<file path="src/hw/rtl/mfd_pkg.sv">
// shared types and constants of the mesh flood engine
package mfd_pkg;

  localparam logic [1:0] KIND_RX     = 2'd0;
  localparam logic [1:0] KIND_SEND   = 2'd1;
  localparam logic [1:0] KIND_TICK   = 2'd2;
  localparam logic [1:0] KIND_UNUSED = 2'd3;

  localparam logic [1:0] ACT_TX      = 2'd0;
  localparam logic [1:0] ACT_DELIVER = 2'd1;
  localparam logic [1:0] ACT_GIVEUP  = 2'd2;
  localparam logic [1:0] ACT_ACKED   = 2'd3;

  localparam logic [7:0] BROADCAST = 8'hFF;

  localparam int unsigned RESULT_CAP = 8;
  localparam int unsigned CAP_W      = 4;

  localparam int unsigned CFG_IDX_W  = 3;
  localparam int unsigned CFG_DATA_W = 16;

  localparam logic [CFG_IDX_W-1:0] CFG_NODE_ID     = 3'd0;
  localparam logic [CFG_IDX_W-1:0] CFG_ACK_COMMAND = 3'd1;
  localparam logic [CFG_IDX_W-1:0] CFG_ACK_TIMEOUT = 3'd2;
  localparam logic [CFG_IDX_W-1:0] CFG_RETRY_LIMIT = 3'd3;
  localparam logic [CFG_IDX_W-1:0] CFG_START_HOPS  = 3'd4;

  localparam logic [7:0]  RST_NODE_ID     = 8'd1;
  localparam logic [7:0]  RST_ACK_COMMAND = 8'd3;
  localparam logic [15:0] RST_ACK_TIMEOUT = 16'd1000;
  localparam logic [3:0]  RST_RETRY_LIMIT = 4'd3;
  localparam logic [7:0]  RST_START_HOPS  = 8'd3;

  typedef struct packed {
    logic [1:0]  kind;
    logic [31:0] now_ms;
    logic [23:0] stamp_us;
    logic [31:0] pkt_id;
    logic [7:0]  pkt_src;
    logic [7:0]  pkt_dest;
    logic [7:0]  pkt_hops;
    logic [7:0]  pkt_cmd;
    logic [31:0] pkt_data;
  } in_item_t;

  typedef struct packed {
    logic [1:0]  action;
    logic [31:0] out_id;
    logic [7:0]  out_src;
    logic [7:0]  out_dest;
    logic [7:0]  out_hops;
    logic [7:0]  out_cmd;
    logic [31:0] out_data;
    logic        last;
  } out_item_t;

  typedef struct packed {
    logic [31:0] id;
    logic [7:0]  dest;
    logic [7:0]  cmd;
    logic [31:0] data;
    logic [31:0] tstamp;
    logic [3:0]  tries;
  } pend_entry_t;

  typedef enum logic [2:0] {
    RES_ACKED,
    RES_DELIVER,
    RES_ACKTX,
    RES_FWD,
    RES_SEND,
    RES_RETRY,
    RES_GIVEUP
  } res_sel_e;

  typedef enum logic [1:0] {
    REM_ITEM,
    REM_NID,
    REM_ENTRY
  } rem_sel_e;

  typedef struct packed {
    logic     latch_item;
    logic     idx_inc;
    logic     cnt_inc;
    logic     rd_rec;
    logic     rd_pend;
    logic     rd_next;
    logic     k_load;
    logic     k_inc;
    logic     shift_wr;
    logic     append;
    logic     retry_wr;
    logic     pend_dec;
    logic     remember;
    rem_sel_e rem_sel;
    logic     push;
    res_sel_e res_sel;
    logic     flush;
  } cmd_t;

  typedef struct packed {
    logic [1:0] kind;
    logic       is_ack;
    logic       idx_end_pend;
    logic       idx_end_rec;
    logic       rec_hit;
    logic       pend_hit;
    logic       timed_out;
    logic       tries_ok;
    logic       can_push;
    logic       hold_v;
    logic       cap_hit;
    logic       dlv_c;
    logic       ackr_c;
    logic       fwd_c;
    logic       k_end;
  } sts_t;

endpackage

</file>
<file path="src/hw/rtl/mfd_ctrl.sv">
// sequencing state machine of the mesh flood engine
module mfd_ctrl (
  input  logic          clk_i,
  input  logic          rst_ni,
  input  logic          in_valid_i,
  output logic          in_ready_o,
  input  mfd_pkg::sts_t sts_i,
  output mfd_pkg::cmd_t cmd_o
);

  localparam logic [3:0] S_IDLE     = 4'd0;
  localparam logic [3:0] S_DISP     = 4'd1;
  localparam logic [3:0] S_ACK_RD   = 4'd2;
  localparam logic [3:0] S_ACK_CMP  = 4'd3;
  localparam logic [3:0] S_SEEN_RD  = 4'd4;
  localparam logic [3:0] S_SEEN_CMP = 4'd5;
  localparam logic [3:0] S_RX_REM   = 4'd6;
  localparam logic [3:0] S_RX_DLV   = 4'd7;
  localparam logic [3:0] S_RX_ACK   = 4'd8;
  localparam logic [3:0] S_RX_FWD   = 4'd9;
  localparam logic [3:0] S_SEND     = 4'd10;
  localparam logic [3:0] S_TC_RD    = 4'd11;
  localparam logic [3:0] S_TC_CMP   = 4'd12;
  localparam logic [3:0] S_DROP_RD  = 4'd13;
  localparam logic [3:0] S_DROP_WR  = 4'd14;
  localparam logic [3:0] S_FIN      = 4'd15;

  logic [3:0] state_q, state_d;
  logic       ret_tc_q, ret_tc_d;

  assign in_ready_o = (state_q == S_IDLE);

  always_comb begin
    state_d  = state_q;
    ret_tc_d = ret_tc_q;
    cmd_o    = '0;
    unique case (state_q)
      S_IDLE: begin
        if (in_valid_i) begin
          cmd_o.latch_item = 1'b1;
          state_d = S_DISP;
        end
      end
      S_DISP: begin
        unique case (sts_i.kind)
          mfd_pkg::KIND_RX:   state_d = sts_i.is_ack ? S_ACK_RD : S_SEEN_RD;
          mfd_pkg::KIND_SEND: state_d = S_SEND;
          mfd_pkg::KIND_TICK: state_d = S_TC_RD;
          default:            state_d = S_FIN;
        endcase
      end
      S_ACK_RD: begin
        if (sts_i.idx_end_pend) begin
          state_d = S_FIN;
        end else begin
          cmd_o.rd_pend = 1'b1;
          state_d = S_ACK_CMP;
        end
      end
      S_ACK_CMP: begin
        if (!sts_i.pend_hit) begin
          cmd_o.idx_inc = 1'b1;
          state_d = S_ACK_RD;
        end else if (sts_i.can_push) begin
          cmd_o.push    = 1'b1;
          cmd_o.res_sel = mfd_pkg::RES_ACKED;
          cmd_o.k_load  = 1'b1;
          ret_tc_d = 1'b0;
          state_d  = S_DROP_RD;
        end
      end
      S_SEEN_RD: begin
        if (sts_i.idx_end_rec) begin
          state_d = S_RX_REM;
        end else begin
          cmd_o.rd_rec = 1'b1;
          state_d = S_SEEN_CMP;
        end
      end
      S_SEEN_CMP: begin
        if (sts_i.rec_hit) begin
          state_d = S_FIN;
        end else begin
          cmd_o.idx_inc = 1'b1;
          state_d = S_SEEN_RD;
        end
      end
      S_RX_REM: begin
        cmd_o.remember = 1'b1;
        cmd_o.rem_sel  = mfd_pkg::REM_ITEM;
        state_d = S_RX_DLV;
      end
      S_RX_DLV: begin
        if (!sts_i.dlv_c) begin
          state_d = S_RX_ACK;
        end else if (sts_i.can_push) begin
          cmd_o.push    = 1'b1;
          cmd_o.res_sel = mfd_pkg::RES_DELIVER;
          state_d = S_RX_ACK;
        end
      end
      S_RX_ACK: begin
        if (!sts_i.ackr_c) begin
          state_d = S_RX_FWD;
        end else if (sts_i.can_push) begin
          cmd_o.push    = 1'b1;
          cmd_o.res_sel = mfd_pkg::RES_ACKTX;
          state_d = S_RX_FWD;
        end
      end
      S_RX_FWD: begin
        if (!sts_i.fwd_c) begin
          state_d = S_FIN;
        end else if (sts_i.can_push) begin
          cmd_o.push    = 1'b1;
          cmd_o.res_sel = mfd_pkg::RES_FWD;
          state_d = S_FIN;
        end
      end
      S_SEND: begin
        if (sts_i.can_push) begin
          cmd_o.push     = 1'b1;
          cmd_o.res_sel  = mfd_pkg::RES_SEND;
          cmd_o.remember = 1'b1;
          cmd_o.rem_sel  = mfd_pkg::REM_NID;
          cmd_o.append   = 1'b1;
          state_d = S_FIN;
        end
      end
      S_TC_RD: begin
        if (sts_i.idx_end_pend || sts_i.cap_hit) begin
          state_d = S_FIN;
        end else begin
          cmd_o.rd_pend = 1'b1;
          state_d = S_TC_CMP;
        end
      end
      S_TC_CMP: begin
        if (!sts_i.timed_out) begin
          cmd_o.idx_inc = 1'b1;
          state_d = S_TC_RD;
        end else if (sts_i.can_push) begin
          cmd_o.push    = 1'b1;
          cmd_o.cnt_inc = 1'b1;
          if (sts_i.tries_ok) begin
            cmd_o.res_sel  = mfd_pkg::RES_RETRY;
            cmd_o.remember = 1'b1;
            cmd_o.rem_sel  = mfd_pkg::REM_ENTRY;
            cmd_o.retry_wr = 1'b1;
            cmd_o.idx_inc  = 1'b1;
            state_d = S_TC_RD;
          end else begin
            cmd_o.res_sel = mfd_pkg::RES_GIVEUP;
            cmd_o.k_load  = 1'b1;
            ret_tc_d = 1'b1;
            state_d  = S_DROP_RD;
          end
        end
      end
      S_DROP_RD: begin
        if (sts_i.k_end) begin
          cmd_o.pend_dec = 1'b1;
          state_d = ret_tc_q ? S_TC_RD : S_FIN;
        end else begin
          cmd_o.rd_pend = 1'b1;
          cmd_o.rd_next = 1'b1;
          state_d = S_DROP_WR;
        end
      end
      S_DROP_WR: begin
        cmd_o.shift_wr = 1'b1;
        cmd_o.k_inc    = 1'b1;
        state_d = S_DROP_RD;
      end
      S_FIN: begin
        // last result of the item leaves the hold stage with its last flag
        if (!sts_i.hold_v) begin
          state_d = S_IDLE;
        end else if (sts_i.can_push) begin
          cmd_o.flush = 1'b1;
          state_d = S_IDLE;
        end
      end
      default: state_d = S_IDLE;
    endcase
  end

  always_ff @(posedge clk_i or negedge rst_ni) begin
    if (!rst_ni) begin
      state_q  <= S_IDLE;
      ret_tc_q <= 1'b0;
    end else begin
      state_q  <= state_d;
      ret_tc_q <= ret_tc_d;
    end
  end

  assert property (@(posedge clk_i) disable iff (!rst_ni)
    (state_q == S_IDLE) |-> !sts_i.hold_v)
    else $error("hold stage still full while idle");

  assert property (@(posedge clk_i) disable iff (!rst_ni)
    (state_q == S_DROP_WR) |-> ($past(state_q) == S_DROP_RD))
    else $error("table shift write without a read");

  assert property (@(posedge clk_i) disable iff (!rst_ni)
    (cmd_o.push || cmd_o.flush) |-> sts_i.can_push)
    else $error("result pushed while output path full");

endmodule

</file>
<file path="src/hw/rtl/mfd_dp.sv">
// datapath: registers, recent-id ring, pending table and result staging
module mfd_dp #(
  parameter int unsigned RecentDepth  = 16,
  parameter int unsigned PendingDepth = 8
) (
  input  logic                             clk_i,
  input  logic                             rst_ni,
  input  mfd_pkg::in_item_t                in_item_i,
  input  logic                             cfg_valid_i,
  input  logic [mfd_pkg::CFG_IDX_W-1:0]    cfg_index_i,
  input  logic [mfd_pkg::CFG_DATA_W-1:0]   cfg_data_i,
  output logic                             out_valid_o,
  input  logic                             out_ready_i,
  output mfd_pkg::out_item_t               out_item_o,
  input  mfd_pkg::cmd_t                    cmd_i,
  output mfd_pkg::sts_t                    sts_o
);

  localparam int unsigned RAW  = $clog2(RecentDepth);
  localparam int unsigned PAW  = (PendingDepth > 1) ? $clog2(PendingDepth) : 1;
  localparam int unsigned CW   = $clog2(PendingDepth + 1);
  localparam int unsigned MAXD = (RecentDepth > PendingDepth) ? RecentDepth : PendingDepth;
  localparam int unsigned IW   = $clog2(MAXD + 1);

  logic [7:0]  node_q, ackc_q, hops0_q;
  logic [15:0] tmo_q;
  logic [3:0]  limit_q;

  mfd_pkg::in_item_t item_q;

  logic [IW-1:0]    idx_q;
  logic [CW-1:0]    k_q, k_nx;
  logic [CW-1:0]    count_q;
  logic [mfd_pkg::CAP_W-1:0] cnt_q;
  logic [RAW-1:0]   wr_ptr_q;
  logic             full_q;

  logic [31:0] rec_mem [RecentDepth];
  logic [31:0] rec_rd_q;
  mfd_pkg::pend_entry_t pend_mem [PendingDepth];
  mfd_pkg::pend_entry_t pend_rd_q, pend_new, pend_upd;
  logic [PAW-1:0] pend_raddr;

  mfd_pkg::out_item_t res_new, hold_q, out_q, out_d;
  logic hold_v_q, out_v_q;

  logic [31:0] nid, rem_id, elapsed;
  logic        queue_ok, can_push;

  // configuration registers
  always_ff @(posedge clk_i or negedge rst_ni) begin
    if (!rst_ni) begin
      node_q  <= mfd_pkg::RST_NODE_ID;
      ackc_q  <= mfd_pkg::RST_ACK_COMMAND;
      tmo_q   <= mfd_pkg::RST_ACK_TIMEOUT;
      limit_q <= mfd_pkg::RST_RETRY_LIMIT;
      hops0_q <= mfd_pkg::RST_START_HOPS;
    end else if (cfg_valid_i) begin
      case (cfg_index_i)
        mfd_pkg::CFG_NODE_ID:     node_q  <= cfg_data_i[7:0];
        mfd_pkg::CFG_ACK_COMMAND: ackc_q  <= cfg_data_i[7:0];
        mfd_pkg::CFG_ACK_TIMEOUT: tmo_q   <= cfg_data_i;
        mfd_pkg::CFG_RETRY_LIMIT: limit_q <= cfg_data_i[3:0];
        mfd_pkg::CFG_START_HOPS:  hops0_q <= cfg_data_i[7:0];
        default: ;
      endcase
    end
  end

  always_ff @(posedge clk_i) begin
    if (cmd_i.latch_item) item_q <= in_item_i;
  end

  assign nid      = {node_q, item_q.stamp_us};
  assign k_nx     = k_q + 1'b1;
  assign queue_ok = (item_q.pkt_dest != mfd_pkg::BROADCAST) && (item_q.pkt_cmd != ackc_q)
                    && (count_q < CW'(PendingDepth));

  always_comb begin
    case (cmd_i.rem_sel)
      mfd_pkg::REM_NID:   rem_id = nid;
      mfd_pkg::REM_ENTRY: rem_id = pend_rd_q.id;
      default:            rem_id = item_q.pkt_id;
    endcase
  end

  // counters and ring pointer
  always_ff @(posedge clk_i or negedge rst_ni) begin
    if (!rst_ni) begin
      idx_q    <= '0;
      k_q      <= '0;
      count_q  <= '0;
      cnt_q    <= '0;
      wr_ptr_q <= '0;
      full_q   <= 1'b0;
    end else begin
      if (cmd_i.latch_item) begin
        idx_q <= '0;
        cnt_q <= '0;
      end else begin
        if (cmd_i.idx_inc) idx_q <= idx_q + 1'b1;
        if (cmd_i.cnt_inc) cnt_q <= cnt_q + 1'b1;
      end
      if (cmd_i.k_load) begin
        k_q <= CW'(idx_q);
      end else if (cmd_i.k_inc) begin
        k_q <= k_nx;
      end
      if (cmd_i.append && queue_ok) begin
        count_q <= count_q + 1'b1;
      end else if (cmd_i.pend_dec && (count_q != '0)) begin
        count_q <= count_q - 1'b1;
      end
      if (cmd_i.remember) begin
        if (wr_ptr_q == RAW'(RecentDepth - 1)) begin
          wr_ptr_q <= '0;
          full_q   <= 1'b1;
        end else begin
          wr_ptr_q <= wr_ptr_q + 1'b1;
        end
      end
    end
  end

  // recent-id ring
  always_ff @(posedge clk_i) begin
    if (cmd_i.remember) rec_mem[wr_ptr_q] <= rem_id;
    if (cmd_i.rd_rec) rec_rd_q <= rec_mem[idx_q[RAW-1:0]];
  end

  // pending table
  assign pend_raddr = cmd_i.rd_next ? k_nx[PAW-1:0] : idx_q[PAW-1:0];

  always_comb begin
    pend_new.id     = nid;
    pend_new.dest   = item_q.pkt_dest;
    pend_new.cmd    = item_q.pkt_cmd;
    pend_new.data   = item_q.pkt_data;
    pend_new.tstamp = item_q.now_ms;
    pend_new.tries  = 4'd0;
    pend_upd        = pend_rd_q;
    pend_upd.tstamp = item_q.now_ms;
    pend_upd.tries  = pend_rd_q.tries + 4'd1;
  end

  always_ff @(posedge clk_i) begin
    if (cmd_i.append && queue_ok) begin
      pend_mem[count_q[PAW-1:0]] <= pend_new;
    end else if (cmd_i.retry_wr) begin
      pend_mem[idx_q[PAW-1:0]] <= pend_upd;
    end else if (cmd_i.shift_wr) begin
      pend_mem[k_q[PAW-1:0]] <= pend_rd_q;
    end
    if (cmd_i.rd_pend) pend_rd_q <= pend_mem[pend_raddr];
  end

  // result builder
  always_comb begin
    res_new.last = 1'b0;
    case (cmd_i.res_sel) inside
      mfd_pkg::RES_ACKED, mfd_pkg::RES_DELIVER, mfd_pkg::RES_FWD: begin
        res_new.action   = (cmd_i.res_sel == mfd_pkg::RES_ACKED) ? mfd_pkg::ACT_ACKED :
                           (cmd_i.res_sel == mfd_pkg::RES_DELIVER) ? mfd_pkg::ACT_DELIVER :
                           mfd_pkg::ACT_TX;
        res_new.out_id   = item_q.pkt_id;
        res_new.out_src  = item_q.pkt_src;
        res_new.out_dest = item_q.pkt_dest;
        res_new.out_hops = (cmd_i.res_sel == mfd_pkg::RES_FWD) ? item_q.pkt_hops - 8'd1
                                                              : item_q.pkt_hops;
        res_new.out_cmd  = item_q.pkt_cmd;
        res_new.out_data = item_q.pkt_data;
      end
      mfd_pkg::RES_ACKTX: begin
        res_new.action   = mfd_pkg::ACT_TX;
        res_new.out_id   = item_q.pkt_id;
        res_new.out_src  = node_q;
        res_new.out_dest = item_q.pkt_src;
        res_new.out_hops = 8'd1;
        res_new.out_cmd  = ackc_q;
        res_new.out_data = 32'd0;
      end
      mfd_pkg::RES_SEND: begin
        res_new.action   = mfd_pkg::ACT_TX;
        res_new.out_id   = nid;
        res_new.out_src  = node_q;
        res_new.out_dest = item_q.pkt_dest;
        res_new.out_hops = hops0_q;
        res_new.out_cmd  = item_q.pkt_cmd;
        res_new.out_data = item_q.pkt_data;
      end
      default: begin
        res_new.action   = (cmd_i.res_sel == mfd_pkg::RES_RETRY) ? mfd_pkg::ACT_TX
                                                                : mfd_pkg::ACT_GIVEUP;
        res_new.out_id   = pend_rd_q.id;
        res_new.out_src  = node_q;
        res_new.out_dest = pend_rd_q.dest;
        res_new.out_hops = (cmd_i.res_sel == mfd_pkg::RES_RETRY) ? hops0_q : 8'd0;
        res_new.out_cmd  = pend_rd_q.cmd;
        res_new.out_data = pend_rd_q.data;
      end
    endcase
  end

  // one result is held back until the next one or the end of the item sets its last flag
  assign can_push = !hold_v_q || !out_v_q || out_ready_i;

  always_comb begin
    out_d      = hold_q;
    out_d.last = cmd_i.flush;
  end

  always_ff @(posedge clk_i) begin
    if (cmd_i.push) hold_q <= res_new;
    if ((cmd_i.push && hold_v_q) || cmd_i.flush) out_q <= out_d;
  end

  always_ff @(posedge clk_i or negedge rst_ni) begin
    if (!rst_ni) begin
      hold_v_q <= 1'b0;
      out_v_q  <= 1'b0;
    end else begin
      if (cmd_i.push) begin
        hold_v_q <= 1'b1;
      end else if (cmd_i.flush) begin
        hold_v_q <= 1'b0;
      end
      if ((cmd_i.push && hold_v_q) || cmd_i.flush) begin
        out_v_q <= 1'b1;
      end else if (out_ready_i) begin
        out_v_q <= 1'b0;
      end
    end
  end

  assign out_valid_o = out_v_q;
  assign out_item_o  = out_q;

  assign elapsed = item_q.now_ms - pend_rd_q.tstamp;

  always_comb begin
    sts_o.kind         = item_q.kind;
    sts_o.is_ack       = (item_q.pkt_cmd == ackc_q);
    sts_o.idx_end_pend = (idx_q >= IW'(count_q));
    sts_o.idx_end_rec  = full_q ? (idx_q >= IW'(RecentDepth)) : (idx_q >= IW'(wr_ptr_q));
    sts_o.rec_hit      = (rec_rd_q == item_q.pkt_id);
    sts_o.pend_hit     = (pend_rd_q.id == item_q.pkt_id);
    sts_o.timed_out    = (elapsed > {16'd0, tmo_q});
    sts_o.tries_ok     = (pend_rd_q.tries < limit_q);
    sts_o.can_push     = can_push;
    sts_o.hold_v       = hold_v_q;
    sts_o.cap_hit      = (cnt_q >= mfd_pkg::CAP_W'(mfd_pkg::RESULT_CAP));
    sts_o.dlv_c        = (item_q.pkt_dest == node_q) || (item_q.pkt_dest == mfd_pkg::BROADCAST);
    sts_o.ackr_c       = (item_q.pkt_dest == node_q);
    sts_o.fwd_c        = (item_q.pkt_hops != 8'd0) && (item_q.pkt_dest != node_q);
    sts_o.k_end        = ({1'b0, k_nx} >= {1'b0, count_q});
  end

  assert property (@(posedge clk_i) disable iff (!rst_ni)
    count_q <= CW'(PendingDepth))
    else $error("pending count beyond table depth");

  assert property (@(posedge clk_i) disable iff (!rst_ni)
    $onehot0({cmd_i.append, cmd_i.retry_wr, cmd_i.shift_wr}))
    else $error("two pending table writes at once");

  assert property (@(posedge clk_i) disable iff (!rst_ni)
    (out_v_q && !out_ready_i && !cmd_i.flush && !(cmd_i.push && hold_v_q))
      |=> out_v_q)
    else $error("waiting result lost");

endmodule

</file>
<file path="src/hw/rtl/mesh_flood_dedup_ack_retry.sv">
// top level of the mesh flood engine with duplicate filter and ack retry
//
//  port group  direction  handshake               payload
//  in          in         in_valid_i/in_ready_o   in_item_i (in_item_t)
//  out         out        out_valid_o/out_ready_i out_item_o (out_item_t)
//  cfg         in         cfg_valid_i/cfg_ready_o cfg_index_i, cfg_data_i
//
// one item at a time; the ring lookup reads and then compares each stored id in turn,
// and the pending table is searched the same way for an ack and for a time check
// each give-up in a time check shifts the later table entries down with a read and a write
// results leave through a hold stage and an output register; a full output stalls the scan
// reset clears pointers, counts, valid flags and configuration registers; ring and table contents are not cleared
module mesh_flood_dedup_ack_retry #(
  parameter int unsigned RecentDepth  = 16,
  parameter int unsigned PendingDepth = 8
) (
  input  logic                            clk_i,
  input  logic                            rst_ni,
  input  logic                            in_valid_i,
  output logic                            in_ready_o,
  input  mfd_pkg::in_item_t               in_item_i,
  output logic                            out_valid_o,
  input  logic                            out_ready_i,
  output mfd_pkg::out_item_t              out_item_o,
  input  logic                            cfg_valid_i,
  output logic                            cfg_ready_o,
  input  logic [mfd_pkg::CFG_IDX_W-1:0]   cfg_index_i,
  input  logic [mfd_pkg::CFG_DATA_W-1:0]  cfg_data_i
);

  mfd_pkg::cmd_t cmd;
  mfd_pkg::sts_t sts;

  assign cfg_ready_o = 1'b1;

  mfd_ctrl u_ctrl (
    .clk_i      (clk_i),
    .rst_ni     (rst_ni),
    .in_valid_i (in_valid_i),
    .in_ready_o (in_ready_o),
    .sts_i      (sts),
    .cmd_o      (cmd)
  );

  mfd_dp #(
    .RecentDepth  (RecentDepth),
    .PendingDepth (PendingDepth)
  ) u_dp (
    .clk_i       (clk_i),
    .rst_ni      (rst_ni),
    .in_item_i   (in_item_i),
    .cfg_valid_i (cfg_valid_i),
    .cfg_index_i (cfg_index_i),
    .cfg_data_i  (cfg_data_i),
    .out_valid_o (out_valid_o),
    .out_ready_i (out_ready_i),
    .out_item_o  (out_item_o),
    .cmd_i       (cmd),
    .sts_o       (sts)
  );

endmodule

</file>
<file path="config.mk">
export PLATFORM = sky130hd
export DESIGN_NAME = mesh_flood_dedup_ack_retry
export DESIGN_NICKNAME = d
export VERILOG_FILES = /design/src/hw/rtl/mfd_pkg.sv /design/src/hw/rtl/mfd_ctrl.sv /design/src/hw/rtl/mfd_dp.sv /design/src/hw/rtl/mesh_flood_dedup_ack_retry.sv
export SDC_FILE = /design/constraint.sdc
export NUM_CORES = 2
export LEC_CHECK = 0
export BUFFER_PORTS_ARGS = -buffer_cell sky130_fd_sc_hd__buf_2
export CAP_MARGIN = 20
export CORE_MARGIN = 4
export CORE_UTILIZATION = 46
export DETAILED_ROUTE_END_ITERATION = 8
export PLACE_DENSITY = 0.74
export REMOVE_ABC_BUFFERS = 1
export SYNTH_ARGS = -nofsm -noshare
export SYNTH_HDL_FRONTEND = slang
export SYNTH_SLANG_ARGS = --single-unit
</file>
<file path="constraint.sdc">
create_clock -name clk_i -period 15.59 [get_ports clk_i]
set_input_delay 2.3385 -clock clk_i [delete_from_list [all_inputs] [get_ports clk_i]]
set_output_delay 2.3385 -clock clk_i [all_outputs]
set_load 0.05 [all_outputs]
</file>
### Word-level counts from Yosys, hierarchy flattened

Memories as Yosys holds them, arrays and structs flattened. A register that Yosys moved wholly into a read port is not among the register bits.
Index checks and enable logic that the tools add are counted.

* bits of input ports: 178
* register bits after elaboration: 424
* bits in writable memories: 1440
* memories: 2

* equal/unequal tests: 48
* mux-type cells: 117
* add/sub/neg operators: 9
* magnitude comparators: 8
* reductions and logical operators: 37

Memory list
* u_dp.pend_mem: depth 8, width 116, rd ports 1, clocked after Yosys merged registers in 1, write ports 1, line mfd_dp.sv:40 `mfd_pkg::pend_entry_t pend_mem [PendingDepth];`
* u_dp.rec_mem: depth 16, width 32, rd ports 1, clocked after Yosys merged registers in 1, write ports 1, line mfd_dp.sv:38 `logic [31:0] rec_mem [RecentDepth];`

Operators by type and width (count)
* two-way mux 98 bit: 3
* two-way mux 116 bit: 2
* OR reduction 116 bit: 2
* two-way mux 4 bit: 31
* equality test 32 bit: 2
* case mux 32 bit (2 select lines): 1
* case mux 4 bit (16 select lines): 1
* two-way mux 1 bit: 50
* equality test 4 bit, second input constant: 9
* > comparator 32 x 16 -> 1 bit: 1
* subtractor 32 bit: 1
* case mux 4 bit (6 select lines): 1
* two-way mux 3 bit: 7
* two-way mux 7 bit: 3
* adder 4 x 1 -> 4 bit, second input constant: 5
* equality test 4 x 3 -> 1 bit, second input constant: 4
* equality test 8 bit: 2
* two-way mux 2 bit: 8
* two-way mux 8 bit: 2
* != test 8 bit: 2
* nonzero test 2 bit: 7
* equality test 3 x 2 -> 1 bit, second input constant: 4
* != test 3 x 2 -> 1 bit, second input constant: 4
* case mux 4 bit (3 select lines): 1
* 35 further kinds: 66

### Longest topological paths before layout

* word-level depth: 12
* mapped depth: 25

### By module

A second synthesis with hierarchy kept.

* cells, all modules: 3994
* area, all modules: 80146.9 um2

Modules (own cells, without submodules)
* mfd_dp: area an instance 79239.7 um2, times used 1, cells an instance 3858
* mfd_ctrl: area an instance 895.9 um2, times used 1, cells an instance 134
* mesh_flood_dedup_ack_retry: area an instance 11.3 um2, times used 1, cells an instance 2

### Worst setup path before layout

OpenSTA, ideal clock, no wires.

* kind: register to register
* start: register u_dp.pend_rd_q[4] (netlist name)
* end: memory u_dp.pend_mem[4][0] (netlist bit), enable pin
* data required time: 14.833 ns
* setup time: 0.757 ns
* arrival time: 12.512 ns
* cell stages (with the launch flop): 20
* slack: 2.321 ns
* path through: edfxtp_1 > ha_1 > fa_1 > nor2b_1 > o2111ai_1 > a211oi_1 > or2_2 > xor2_1 > ha_1 > a21oi_1 > nor2_1 > a2111o_1 > nor4_1 > o221ai_1 > a211oi_1 > nand4_1 > nand4b_4 > a41oi_1 > o2bb2ai_1 > nor3b_1

* cells in the longest elaborated chain, start to end: 10

RTL lines
* subtractor 32 bit *: line mfd_dp.sv:238 `assign elapsed = item_q.now_ms - pend_rd_q.tstamp;`
* > comparator 32 x 16 -> 1 bit *: line mfd_dp.sv:247 `sts_o.timed_out = (elapsed > {16'd0, tmo_q});`
* two-way mux 1 bit *: line mfd_ctrl.sv:139 `if (!sts_i.timed_out) begin`
* two-way mux 1 bit *: line mfd_ctrl.sv:37 `unique case (state_q)`
* two-way mux 1 bit: line mfd_dp.sv:149 `end else if (cmd_i.retry_wr) begin`
* two-way mux 1 bit: line mfd_dp.sv:147 `if (cmd_i.append && queue_ok) begin`
* two-way mux 1 bit (implied by the code): line mfd_dp.sv:150 `pend_mem[idx_q[PAW-1:0]] <= pend_upd;`
* OR reduction 116 bit (no source line)
* two-way mux 3 bit (no source line) or two-way mux 1 bit (tied branches) (2 in series)
* end: declaration: line mfd_dp.sv:40

Every way passes the cells marked *; elsewhere a longest branch is shown, timed or not.

### Final worst setup path

* start: register u_dp.pend_rd_q[4] (netlist name)
* end: memory u_dp.pend_mem[0][36] (netlist bit), enable pin

* cells in the longest elaborated chain, start to end: 10

RTL lines (line)
* subtractor 32 bit *: mfd_dp.sv:238
* > comparator 32 x 16 -> 1 bit *: mfd_dp.sv:247
* two-way mux 1 bit *: mfd_ctrl.sv:139
* two-way mux 1 bit *: mfd_ctrl.sv:37
* two-way mux 1 bit: mfd_dp.sv:149
* two-way mux 1 bit: mfd_dp.sv:147
* two-way mux 1 bit (implied by the code): mfd_dp.sv:150
* OR reduction 116 bit (no source line)
* two-way mux 3 bit (no source line) or two-way mux 1 bit (tied branches) (2 in series)

Marks and branches as above.

==> results.md <==
Drt:
- The first routing iteration left 4,640 violations.
- The total iterations of the first detailed-routing run is 5.
- In this run the remaining antenna-violating nets after routing total 0.
- The post-detailed-route DRC marker count is 0.
- The final layout contains routed wiring with a total length of 196,000 microns.
- The routed wire length per instance is around 28 microns.
- After detailed routing, the number of vias per cell comes to 5.92.
- The total via count in the routed design is 41.3k.

Placement:
- Port buffering added 278 buffers.
- In this run the cell area measured after placement is approximately 0.085 sq mm.
- The worst setup slack after placement is 7.73 ns.
- Routability-driven placement finished with a final weighted congestion of a little under 0.9.
- The HPWL after detailed placement is 116,000 microns.

Setup path:
- In this run the critical register-to-register path is captured at u_dp.pend_mem[0][36]$_DFFE_PP_.
- For the worst setup path, the data required time is roughly 16 ns.
- The signal on the critical path passes through ha_1, fa_1, nor2b_1, o2111ai_1, a211oi_1, or2_2, xor2_1, ha_1, a21oi_1, nor2_1, a2111o_1, nor4_1, o221ai_1, a211oi_1, nand4_1, nand4b_4, a41oi_1, o2bb2ai_1, o211a_4, buf_4, buf_4.
- On the critical path, the stage with the largest delay is an instance of sky130_fd_sc_hd__buf_4.
- The worst stage delay on the critical path is 0.91 ns.
- The worst register-to-register path begins at u_dp.pend_rd_q[4]$_DFFE_PP_.
- The arrival time at the worst endpoint is 8.40 ns.
- The cell count of the worst reg-to-reg path is 21.
- The critical setup path kind is reg -> reg.
- The endpoint type of the worst setup path is a flop.
- The highest fanout seen on the critical path is 61.
- The register-to-register path setup slack is ~7.7 ns.
- STA classifies the critical path startpoint as a flop.

Power and ir drop:
- Of the total power, combinational logic draws 0.318.
- Power comes to 0.0184 W.
- The internal power of the cells is between 0.01 and 0.015 W.
- The share of total power consumed by net switching is 0.331.
- The worst ir drop on vdd is between 0.2 and 0.25 mV.
- Of the total power, registers draw 0.432.
- The total power divided by cell area is roughly 200 mW/mm^2.
- The share of total power dissipated in the clock network is 0.249.
- The leakage power of the design is 30.2 nW.
- The net switching component of the power is 0.00607 W.

Clock tree:
- The number of resized instances in the post-cts repair step is 0.
- TritonCTS built the clock tree.
- After clock tree synthesis, the clock-pin slew on the worst setup and hold paths is ~0.06 ns.
- The number of clock sinks is 2,012.
- The TritonCTS buffer count is between 150 and 200.
- The root buffer cell is sky130_fd_sc_hd__clkbuf_16.
- In this run, post-CTS hold repair placed 0 buffers.
- The insertion delay to the later sink of the worst-skew pair is 0.85 ns.
- The number of buffers inserted by post-CTS setup repair is 0.
- The deepest clock path buffer count is 3.
- The depth of the CTS H-tree is 4.

Synth:
- The most used flip-flop cell after synthesis is sky130_fd_sc_hd__edfxtp_1.
- The combinational family with the most area after synthesis is multiplexers.
- In the synthesized netlist, the cells that appear most often are sky130_fd_sc_hd__edfxtp_1 (1,939), sky130_fd_sc_hd__mux4_2 (392), sky130_fd_sc_hd__nand2_1 (305).
- The cell type contributing the most total cell area after synthesis is sky130_fd_sc_hd__edfxtp_1.
- Synthesis produced 4,125 cells.
- After synthesis, the mean cell area works out to 19.4 sq um.
- Counting distinct cell types in the post-synthesis netlist gives 83.
- The cell with the most instances after synthesis is sky130_fd_sc_hd__edfxtp_1.
- Measured against the total synthesized area, the mux share comes to 0.145.
- The area fraction in compound gates after synthesis was 0.0329.
- The register bit total from synthesis is 2,012.
- Of the total synthesized cell area, the portion taken by AND, OR, NAND and NOR gates is 0.0333.
- The post-synthesis share of cell area spent on full adders, half adders and majority gates is 0.0128.
- The share of synthesized area in the top cell type comes to 0.726.
- For this run, the register share of the synthesized area comes to 0.749.
- The synthesized design contains 1,939 enable-type register cells.
- The total of warnings raised by yosys is 0.
- By area the synthesized netlist is led by sky130_fd_sc_hd__edfxtp_1 (73%), sky130_fd_sc_hd__mux4_2 (11%), sky130_fd_sc_hd__mux2_2 (2.2%).
- The area share of xor/xnor cells in the synthesized design is 0.0127.
- After synthesis, the share of flip-flops with an asynchronous set or reset is 0.0363.
- The summed instance area of the synthesized netlist is between 0.08 and 0.09 sq mm.

Cells and area:
- The layout net count is between 4k and 5k.
- The filler cell count in the final layout is 13.1k.
- The proportion of layout cells with a drive suffix above 1 is 0.272.
- The signed area change from the synthesized netlist to the final layout is 13.4%.
- At the end of the flow the core is filled with cells to 0.527.
- The final design instance area without fill is 0.0909 sq mm.

Min path:
- The capture endpoint of the worst hold path is u_dp.out_item_o[6]$_DFFE_PP_.
- The worst hold path was traced through 0 stages.
- The launch instance of the worst min-delay path is u_dp.hold_q[6]$_DFFE_PP_.
- The worst hold-check path type is reg -> reg.

Global routing:
- The all-layer global routing usage is 0.215.
- The initial antenna violation count is 18.
- Entering global routing, the biggest net connects 165 pins.
- Summed over all layers, the global routing overflow is 0.
- The via count of the first global-routing pass was around 42k.
- The first global-routing pass estimated 286,000 microns of wire.

Timing:
- Adding up every negative setup slack in the final design gives 0 ns.
- The number of setup violations in the final report is 0.
- The number of hold violations in the final report is 0.
- Static timing analysis puts the maximum clock frequency at 0.126 GHz.
- The setup clock skew after layout is just over 0.06 ns.
- Setup repair after global routing left no endpoint under its margin.
- The share of the clock period used by the worst path after layout is 0.509.
- For the pin with the worst max-slew slack, the measured transition is 1.15 ns.
- The worst path needs 7.94 ns of the cycle, external delays included.
- The worst path meets setup with ~7.7 ns of slack.
- The final count of pins violating max slew was 0.
- The relative slew slack is 0.231.

Floorplan:
- The area inside the core boundary is between 0.15 and 0.2 sq mm.
- The area enclosed by the die boundary is 0.181 sq mm.
- The die extent in y is 426 microns.
- Measured along the x axis, the die boundary spans approximately 430 microns.
- The floorplan has 152 rows.
- The starting utilization of the core area is 0.465.
- The count of pins on the block boundary is between 200 and 300.

Run:
- The total of max-cap violations is 0.

Outcome:
- The run finished with clean final reports.
## final cells by class
class	instances	area, sq um	share of cell area
well taps	2310	2890	0.0318
multi-input cells	1844	19200	0.211
clock inverters	113	1120	0.0124
repair buffers	381	2230	0.0245
inverters	81	312	0.00343
clock buffers	240	5100	0.0561
flip-flops and latches	2012	60100	0.661
diodes	1	2.50	0.0000275
## flip-flops by register name (all words and copies together) (netlist names), 2 cells and up
signal and flops:
u_dp.rec_mem 512, u_dp.sts_o 2, u_ctrl.state_q 4, u_dp.pend_mem 928, u_dp.count_q 4, u_dp.item_q 152
u_dp.node_q 8, u_dp.rec_rd_q 32, u_dp.hold_q 98, u_dp.tmo_q 16, u_dp.idx_q 5, u_dp.pend_rd_q 116
u_dp.ackc_q 8, u_dp.hops0_q 8, u_dp.out_item_o 99, u_dp.k_q 4, u_dp.cnt_q 4, u_dp.wr_ptr_q 4
u_dp.limit_q 4
## metrics by stage
| stage | hold slack, ns | std cells |
|---|---|---|
| after CTS | 0.419 | 6979 |
| after global placement | 0.401 | 6626 |
| after global routing | 0.421 | 6981 |
| after detailed placement | 0.405 | 6626 |
| after floorplan | 0.400 | 3937 |
| final | 0.419 | 6982 |
## layout by cell type (no fill, tap or decap), types with 11 or more instances in the layout
cell                           n
sky130_fd_sc_hd__xnor2_1      58
sky130_fd_sc_hd__edfxtp_1   1939
sky130_fd_sc_hd__o21ai_0     146
sky130_fd_sc_hd__ha_1         78
sky130_fd_sc_hd__bufinv_16    13
sky130_fd_sc_hd__mux4_2      392
sky130_fd_sc_hd__a2bb2oi_1    18
sky130_fd_sc_hd__o211ai_1     11
sky130_fd_sc_hd__a22oi_1      32
sky130_fd_sc_hd__a21oi_1      60
sky130_fd_sc_hd__buf_2       277
sky130_fd_sc_hd__nor2_2       13
sky130_fd_sc_hd__buf_4        98
sky130_fd_sc_hd__mux2_1       81
sky130_fd_sc_hd__mux2_2      157
sky130_fd_sc_hd__nor3_1       17
sky130_fd_sc_hd__nand2_1     304
sky130_fd_sc_hd__nand4_1      30
sky130_fd_sc_hd__clkinv_1     40
sky130_fd_sc_hd__o21a_1       14
sky130_fd_sc_hd__dfstp_2      13
sky130_fd_sc_hd__nand3_1      47
sky130_fd_sc_hd__dfrtp_1      57
sky130_fd_sc_hd__nor2_1       97
sky130_fd_sc_hd__clkinv_2     28
sky130_fd_sc_hd__xor2_1       58
sky130_fd_sc_hd__nor4_1       23
sky130_fd_sc_hd__a31oi_1      37
sky130_fd_sc_hd__mux2i_1      11
sky130_fd_sc_hd__clkbuf_1     41
sky130_fd_sc_hd__inv_6        11
sky130_fd_sc_hd__inv_1        78
sky130_fd_sc_hd__clkbuf_16   196
sky130_fd_sc_hd__a21o_1       20
## power by group through the flow
stage / combinational, W / clock, W / sequential [W]
finish: 0.00585 / 0.00458 / 0.00794
global route: 0.00628 / 0.00489 / 0.00801
CTS: 0.00590 / 0.00465 / 0.00794
detailed placement: 0.00586 / 0 / 0.00804
global placement: 0.00577 / 0 / 0.00802
floorplan: 0.00480 / 0 / 0.00858
## worst max path at each step
stage	from	end	slack [ns]	depth (start not counted)
3_3_place_gp	u_dp.pend_rd_q[4]$_DFFE_PP_	u_dp.pend_mem[1][74]$_DFFE_PP_	7.89	21
4_1_cts	u_dp.pend_rd_q[4]$_DFFE_PP_	u_dp.pend_mem[1][41]$_DFFE_PP_	7.70	21
2_1_floorplan	u_dp.idx_q[0]$_DFFE_PN0P_	u_dp.pend_rd_q[0]$_DFFE_PP_	-23.72	3
6_report	u_dp.pend_rd_q[4]$_DFFE_PP_	u_dp.pend_mem[0][36]$_DFFE_PP_	7.65	21
3_5_place_dp	u_dp.pend_rd_q[4]$_DFFE_PP_	u_dp.pend_mem[1][46]$_DFFE_PP_	7.73	21
5_1_grt	u_dp.pend_rd_q[4]$_DFFE_PP_	u_dp.pend_mem[0][39]$_DFFE_PP_	7.32	21
## worst max-delay path: cells and delay by family, from the launching register on
family,cells,cell delay [ns]
flops,1,0.41
fa+ha+maj,3,0.84
simple gates,6,1.58
buf+inv,2,1.60
xor+xnor,1,0.08
compound gates,9,2.93
## routing by layer
layer  global-route usage  vias up  share of wire  wire (microns)
met5                    0        -              0               0
met3               0.0356      376          0.076           14900
met2                0.363     2034           0.51           99400
met4               0.0791        0          0.038            7370
li1                     -    17400              -               -
met1                0.282    21500           0.38           73900
## cell families (layout without fill, tap and decap cells)
group,after synthesis,count (layout)
AO/OA/AOI/OAI,408,408
XOR/XNOR,116,116
adder cells (fa/ha/maj),81,81
buffers and inverters,269,815
flip-flops,2012,2012
multiplexers,644,644
other,1,2
AND/OR/NAND/NOR,594,594
Power figures use the tool's default switching activity.
